==> config.mk <==
export PLATFORM = sky130hd
export DESIGN_NAME = prle_ctrl
export DESIGN_NICKNAME = d
export VERILOG_FILES = /design/src/palette_rle_pixel_encoder_macros.svh /design/src/prle_pkg.sv /design/src/prle_ctrl.sv
export SDC_FILE = /design/constraint.sdc
export NUM_CORES = 1
export LEC_CHECK = 0
export ABC_AREA = 1
export ABC_CLOCK_PERIOD_IN_PS = 2550
export BUFFER_PORTS_ARGS = -buffer_cell sky130_fd_sc_hd__buf_2
export CORE_AREA = 2 2 39 41
export CTS_CLUSTER_SIZE = 8
export DETAILED_ROUTE_END_ITERATION = 16
export DIE_AREA = 0 0 41 43
export GPL_TIMING_DRIVEN = 0
export PLACE_DENSITY_LB_ADDON = 0.15
export REMOVE_ABC_BUFFERS = 1
export SLEW_MARGIN = 20
export SYNTH_ARGS = -nofsm -noshare
export SYNTH_HDL_FRONTEND = slang
export SYNTH_SLANG_ARGS = --single-unit
==> constraint.sdc <==
create_clock -name clk -period 2.55 [get_ports clk]
set_input_delay 0.51 -clock clk [delete_from_list [all_inputs] [get_ports clk]]
set_output_delay 0.51 -clock clk [all_outputs]
set_load 0.02 [all_outputs]
==> src/palette_rle_pixel_encoder_macros.svh <==
// Assertion macros for the palette run-length encoder.
// Needs clk and rst in the scope where a macro is used.
`ifndef PALETTE_RLE_PIXEL_ENCODER_MACROS_SVH
`define PALETTE_RLE_PIXEL_ENCODER_MACROS_SVH

// same-cycle implication
`define PRLE_ASSERT_NOW(name, ante, cons, msg) \
  name: assert property (@(posedge clk) disable iff (rst) (ante) |-> (cons)) else $error(msg);

// next-cycle implication
`define PRLE_ASSERT_NXT(name, ante, cons, msg) \
  name: assert property (@(posedge clk) disable iff (rst) (ante) |=> (cons)) else $error(msg);

`endif

==> src/prle_pkg.sv <==
// Shared types and constants for the palette run-length encoder.
// No dependencies.
package prle_pkg;

  localparam int RGB_W     = 24;
  localparam int IDX_OUT_W = 8;
  localparam int CNT_OUT_W = 13;
  localparam int COL_W     = 8;
  localparam int OUT_DW    = 48;
  localparam int OUT_PAD_W = OUT_DW - IDX_OUT_W - 3 * COL_W - CNT_OUT_W;

  typedef enum logic [1:0] {
    KIND_ENTRY = 2'd0,
    KIND_RUN   = 2'd1,
    KIND_FULL  = 2'd2
  } kind_t;

  // controller -> datapath
  typedef struct packed {
    logic accept;
    logic search;
    logic emit;
  } cmd_t;

  // datapath -> controller
  typedef struct packed {
    logic done;
    logic pending;
    logic out_free;
  } status_t;

endpackage

==> src/prle_ctrl.sv <==
// Sequencer for the palette run-length encoder: accept, search, emit.
// Depends on prle_pkg.
module prle_ctrl
  import prle_pkg::*;
(
  input  logic    clk,
  input  logic    rst,
  input  logic    in_valid,
  output logic    in_ready,
  input  status_t st,
  output cmd_t    cmd
);

  typedef enum logic [2:0] {
    ST_IDLE   = 3'b001,
    ST_SEARCH = 3'b010,
    ST_EMIT   = 3'b100
  } state_t;

  state_t state, state_next;

  always_ff @(posedge clk) begin
    if (rst) begin
      state <= ST_IDLE;
    end else begin
      state <= state_next;
    end
  end

  always_comb begin
    state_next = state;
    in_ready   = 1'b0;
    cmd        = '0;
    case (state)
      ST_IDLE: begin
        in_ready   = 1'b1;
        cmd.accept = in_valid;
        if (in_valid) state_next = ST_SEARCH;
      end
      ST_SEARCH: begin
        cmd.search = 1'b1;
        if (st.done) state_next = ST_EMIT;
      end
      ST_EMIT: begin
        if (!st.pending) begin
          state_next = ST_IDLE;
        end else begin
          cmd.emit = st.out_free;
        end
      end
      default: begin
        state_next = ST_IDLE;
      end
    endcase
  end

endmodule

==> metrics.txt, run 1 <==
relative slew slack=0.8365; die width=41 um; vias in the first global route=190; CP arrival=1150 ps; clock root cell=clkbuf_4; All-Layer GR Usage=0.07035; cell chain of the critical path=nor3_4 > nand2_2 > inv_1 > buf_2; hold path depth=2; Syn Std Cell Area=190.2 um2; final clock skew=2.732 ps; Hold Path Sink=state[1]$_SDFFE_PP0P_; Largest Register=state; hold-fix buffers at CTS=0; Fmax=0.6021 GHz; PD cells=787.1 mW/mm2; Clk Latency, worst-skew pair=230 ps; H-tree Lvls=1; Clock transition at path regs=40 ps; Final setup viols=0; total gr overflow=0; Distinct cells, synth=14; GPL Wtd Cong=0.7250; remaining routing DRC violations=0; nets@finish=47; commonest non-fill, non-tap cell in the layout=buf_2; # resized after CTS=0; Inserted Diodes=0; R2R depth=5; min-delay src=rst; number of flip-flops in the largest register=3; outcome=finished, final reports clean; Seq cells post-synth=3; final setup TNS=0 ps; Max Slew Vio Count=0; Critical Path Fanout Max=5; area leader, netlist=dfxtp_1; # Max-Cap Violations=0; Static Leak=0.1596 nW; synthesized instance count=27; top flop regs=state x3; Slew @ Worst Pin=244.9 ps; Chip Height=43 um; Avg WL per Cell=7.911 um; Setup CP Type=flop to output pin; most area-consuming cells after synthesis=dfxtp_1 32%, inv_1 12%, nand3_1 11%, nor3_4 8.6%, a21oi_1 5.3%; # Post-CTS Setup Buffers=0; CTS tree=yes; RR Startpoint=state[2]$_SDFFE_PP0P_; num ports=10; initial core utilization=0.1374; die area=0.001763 mm2; Syn-to-layout area delta=48.03%; fin crit period=1661 ps; Top delay family on crit path=flip-flops; largest net degree at the start of global routing=6; vias=204; final hold slack=459.8 ps; TritonCTS buffer count=3; number of synthesis warnings=0; Crit path required time=2040 ps; Max VDD drop=0.1995 mV; sequential element share of the synthesized area=0.3158; min-delay worst type=primary input to flop; first-pass GRT wire length=724 um; DRT Wirelength=443 um; Fin. Hold Viols=0; layout cells sized above 1=0.4750; Syn Area/Cell=7.044 um2; input/output buffers=9; worst path buffer plus inverter count=2; Startpoint Class=flop; Tcrit/Tclk final=0.6513; clk sinks=3; Yosys top cell area share=0.3158; FP Rows=14; crit path max-delay cell type=dfxtp_1; TritonRoute pass-1 iters=1; RSZ-0062 raised after global routing=false; most frequent cells in the layout=9 x buf_2, 6 x inv_1, 4 x nand3_1; vias per inst=3.643; initial antenna violation count=0; reg2reg end=state[2]$_SDFFE_PP0P_; CTS max path bufs=2; DRT antenna net count=0; Setup crit end kind=output pin; core footprint=0.001384 mm2; DRT iter0 DRCs=0; max incr delay on CP=370 ps; R2R Setup Slk=1610 ps
-- through the flow --
step / power (mW) / area, um2 / utilization / setup WS [ps] / instances
after floorplan: 0.1177 / 190.2 / - / 1104 / 27
after global placement: 0.1380 / 255.2 / 0.1844 / 1102 / 52
after detailed placement: 0.1379 / 255.2 / 0.1844 / 1097 / 52
after CTS: 0.2269 / 281.5 / 0.2034 / 879.8 / 56
after global routing: 0.2435 / 281.5 / 0.2034 / 802.4 / 56
final: 0.2216 / 281.5 / 0.2034 / 889.1 / 56
-- metal layers --
| metal | up-vias | wire length, um | GRT usage | part of all wire |
|---|---|---|---|---|
| met1 | 81 | 189 | 0.06774 | 0.43 |
| met3 | 2 | 30 | 0.04712 | 0.068 |
| met2 | 9 | 207 | 0.08750 | 0.47 |
| li1 | 112 | - | - | - |
| met4 | 0 | 17 | 0.08000 | 0.038 |
| met5 | - | 0 | 0 | 0 |
-- how the worst max path moves through the flow --
stage / cells past startpoint / startpoint / to / slack [ps]
2_1_floorplan: 3 / state[1]$_SDFFE_PP0P_ / cmd[2] / 1100
3_3_place_gp: 4 / st[1] / cmd[0] / 1100
3_5_place_dp: 4 / st[1] / cmd[0] / 1100
4_1_cts: 4 / state[1]$_SDFFE_PP0P_ / cmd[2] / 880
5_1_grt: 4 / state[1]$_SDFFE_PP0P_ / cmd[2] / 800
6_report: 4 / state[1]$_SDFFE_PP0P_ / cmd[2] / 890
-- Yosys cell counts --
cell type,n
o21ai_1,1
nand2_2,1
a21oi_1,2
a21oi_2,1
inv_2,2
nor2_1,2
nor2_2,1
nand4_1,1
nand3_1,4
nand2_1,1
inv_1,6
nand3_2,1
dfxtp_1,3
nor3_4,1
-- power breakdown --
group / switching (mW) / internal (mW) / leakage, nW
Clock: 0.0259 / 0.0587 / 0.0150
Combinational: 0.0451 / 0.0267 / 0.120
Sequential: 0.0102 / 0.0550 / 0.0248
Total: 0.0812 / 0.140 / 0.160
-- final cells by class --
type	count	area, um2
clock buffer	4	26.28
multi-input combinational	16	100.1
sequential	3	60.06
fill	164	1102
tap	16	20.02
inverter	8	30.03
timing repair buffer	9	45.04
-- cell families (layout without fill, tap and decap cells) --
| kind of cell | count (synthesis) | after routing | synth area share |
|---|---|---|---|
| flip-flops | 3 | 3 | 0.3158 |
| AND/OR/NAND/NOR | 12 | 12 | 0.4014 |
| AO/OA/AOI/OAI | 4 | 4 | 0.1250 |
| buffers and inverters | 8 | 21 | 0.1579 |
Power figures use the tool's default switching activity.
==> run 2, diff against run 1 <==
--- a/config.mk
+++ b/config.mk
@@ -5,8 +5,8 @@
 export SDC_FILE = /design/constraint.sdc
 export NUM_CORES = 1
 export LEC_CHECK = 0
-export ABC_AREA = 1
-export ABC_CLOCK_PERIOD_IN_PS = 2550
+export ABC_AREA = 0
+export ABC_CLOCK_PERIOD_IN_PS = 1700
 export BUFFER_PORTS_ARGS = -buffer_cell sky130_fd_sc_hd__buf_2
 export CORE_AREA = 2 2 39 41
 export CTS_CLUSTER_SIZE = 8
==> constraint.sdc (replaced) <==
create_clock -name clk -period 1.7 [get_ports clk]
set_input_delay 0.34 -clock clk [delete_from_list [all_inputs] [get_ports clk]]
set_output_delay 0.34 -clock clk [all_outputs]
set_load 0.02 [all_outputs]
==> run 2 against run 1 <==
Utilization grew 0.45 points. Combinational power shrank 31%. Clock skew up 2.1 ps. Largest power group unchanged. Critical endpoint is now cmd[0]. Critical path type unchanged.
==> metrics.txt, run 2 <==
outcome=finished, final reports clean; ys async rst share=0 (unchanged); layout cells sized above 1=0.5455 (+0.07045); Chip Height=43 um (unchanged); Setup CP Type=flop to output pin; count leader, synth=dfxtp_1; TritonCTS buffer count=3 (unchanged); Distinct cells, synth=17 (+3); first-pass GRT wire length=862 um (+19%); Largest Register=state; initial antenna violation count=0 (unchanged); core footprint=0.001384 mm2 (unchanged); Seq cells post-synth=3 (unchanged); Crit path required time=1360 ps (-680 ps); cell chain of the critical path=and4bb_2 > and2_1 > buf_2; sequential element share of the synthesized area=0.2927 (-0.02311); Slew @ Worst Pin=228.3 ps (-16.67 ps); Fin. Hold Viols=0 (unchanged); All-Layer GR Usage=0.07916 (+0.008807); Avg WL per Cell=9.939 um (+26%); FP Rows=14 (unchanged); DRT antenna net count=0 (unchanged); CTS max path bufs=2 (unchanged); Yosys top cell area share=0.2927 (-0.02311); GPL Wtd Cong=0.6544 (-9.7%); final clock skew=4.807 ps (+2.075 ps); Final setup viols=0 (unchanged); initial core utilization=0.1483 (+0.01085); Fmax=0.6362 GHz; synthesized instance count=21 (-22%); TritonRoute pass-1 iters=1 (unchanged); nets@finish=40 (-15%); vias=205 (+0.49%); RSZ-0062 raised after global routing=false; Inserted Diodes=0 (unchanged); Clk Latency, worst-skew pair=230 ps (about the same); Finished Layout Cells=49 (-13%); DRT Wirelength=487 um (+9.9%); most frequent cells in the layout=9 x buf_2, 3 x clkbuf_4, 2 x inv_1, 2 x nand3b_1, 2 x dfxtp_2; largest net degree at the start of global routing=11 (+5); Startpoint Class=flop; die width=41 um (unchanged); # Max-Cap Violations=0 (unchanged); CP arrival=1230 ps (+80 ps); fin crit period=1572 ps; Syn-to-layout area delta=40.24%; Max VDD drop=0.3723 mV (+87%); commonest non-fill, non-tap cell in the layout=buf_2; most area-consuming cells after synthesis=dfxtp_1 29%, nand3b_1 7.3%, or4b_4 6.7%, a211oi_2 6.1%, and4bb_2 6.1%; worst path buffer plus inverter count=1 (-1); Syn Area/Cell=9.771 um2 (+39%); Syn Std Cell Area=205.2 um2 (+7.9%); hold-fix buffers at CTS=0 (unchanged); Top delay family on crit path=flip-flops; final setup TNS=0 ps (unchanged); remaining routing DRC violations=0 (unchanged); number of synthesis warnings=0 (unchanged); R2R Setup Slk=470 ps (-1140 ps); Tcrit/Tclk final=0.9247; die area=0.001763 mm2 (unchanged); vias per inst=4.184 (+15%); total gr overflow=0 (unchanged); Max Slew Vio Count=0 (unchanged); Static Leak=0.1242 nW (-22%); input/output buffers=9 (unchanged); final hold slack=306.7 ps (-153.1 ps); min-delay worst type=primary input to flop; Critical Path Fanout Max=9 (+4); crit path max-delay cell type=dfxtp_1; num ports=10 (unchanged); H-tree Lvls=1 (unchanged); fillers=163 (-0.61%); Post-synth top flop=dfxtp_1; vias in the first global route=199 (+4.7%); Synth top cells by count=3 x dfxtp_1, 2 x inv_1, 2 x nand3b_1; CTS tree=yes; top flop regs=state x3; number of flip-flops in the largest register=3 (unchanged); number of synthesized flops with an enable pin=0 (unchanged); Setup crit end kind=output pin; max incr delay on CP=430 ps (+60 ps); Clock transition at path regs=30 ps (about the same); PD cells=916.1 mW/mm2 (+16%); clock root cell=clkbuf_4; Placed Instances=45 (-13%); relative slew slack=0.8476 (+0.01113); area leader, netlist=dfxtp_1; clk sinks=3 (unchanged); DRT iter0 DRCs=0 (unchanged)
[run 2: cell types whose count changed after synthesis, moves of 2 or more]
cell,delta
a21oi_1,-2
inv_2,-2
inv_1,-4
nand3_1,-4
nand3b_1,+2
[run 2: through the flow]
stage / area [um2] / utilization / power, mW / setup slack [ps]
floorplan: 193.9 / - / 0.1181 / 427.4
global placement: 259.0 / 0.1872 / 0.1393 / 323.4
detailed placement: 259.0 / 0.1872 / 0.1388 / 332.1
CTS: 285.3 / 0.2061 / 0.2694 / 74.52
global route: 287.8 / 0.2080 / 0.2885 / 53.59
finish: 287.8 / 0.2080 / 0.2636 / 128.1
[run 2: final cells by class]
| class | instances | area [um2] | share of cell area |
|---|---|---|---|
| Clock buffer | 4 | 26.28 | 0.09130 |
| Timing Repair Buffer | 9 | 45.04 | 0.1565 |
| Sequential cell | 3 | 62.56 | 0.2174 |
| Multi-Input combinational cell | 15 | 126.4 | 0.4391 |
| Inverter | 2 | 7.507 | 0.02609 |
| Tap cell | 16 | 20.02 | 0.06957 |
[run 2: power by group]
| part | internal (mW) | leakage [nW] | total, mW | switching, mW |
|---|---|---|---|---|
| Sequential | 0.0772 | 0.0249 | 0.0883 | 0.0110 |
| Clock | 0.0880 | 0.0150 | 0.125 | 0.0375 |
| Combinational | 0.0246 | 0.0843 | 0.0499 | 0.0254 |
[run 2: path summary, 6_finish.rpt]
check | start | to | cells past startpoint
worst max-delay path | state[1]$_SDFFE_PP0P_ | cmd[0] | 3
worst min-delay path | rst | state[2]$_SDFFE_PP0P_ | 2
worst max register to register | state[1]$_SDFFE_PP0P_ | state[1]$_SDFFE_PP0P_ | 2
worst min register to register | state[0]$_SDFFE_PP1P_ | state[2]$_SDFFE_PP0P_ | 1
[run 2: cell families after synthesis]
kind of cell / after synthesis / share of synthesized area
buffers and inverters: 3 / 0.09147
DFF: 3 / 0.2927
and+or+nand+nor: 10 / 0.4024
AOI/OAI and AO/OA: 5 / 0.2134
[run 2: what timing repair did]
item / 4_1_cts / 5_1_grt
resized for setup: 0 / 2
endpoints found under the setup margin: 0 / 1
setup buffers: 0 / 0
[run 2: routing by layer]
layer | share of wire | routed length [um] | track usage | vias up
met5 | 0 | 0 | 0 | -
met4 | 0 | 0 | 0.04000 | 0
met3 | 0.11 | 53 | 0.07853 | 0
met2 | 0.43 | 208 | 0.09063 | 13
met1 | 0.46 | 225 | 0.09265 | 90
li1 | - | - | - | 102
[run 2: worst register-to-register path: stages (launching register included)]
cell and delay, ps:
dfxtp_1 430, or4b_4 490, a211oi_2 230
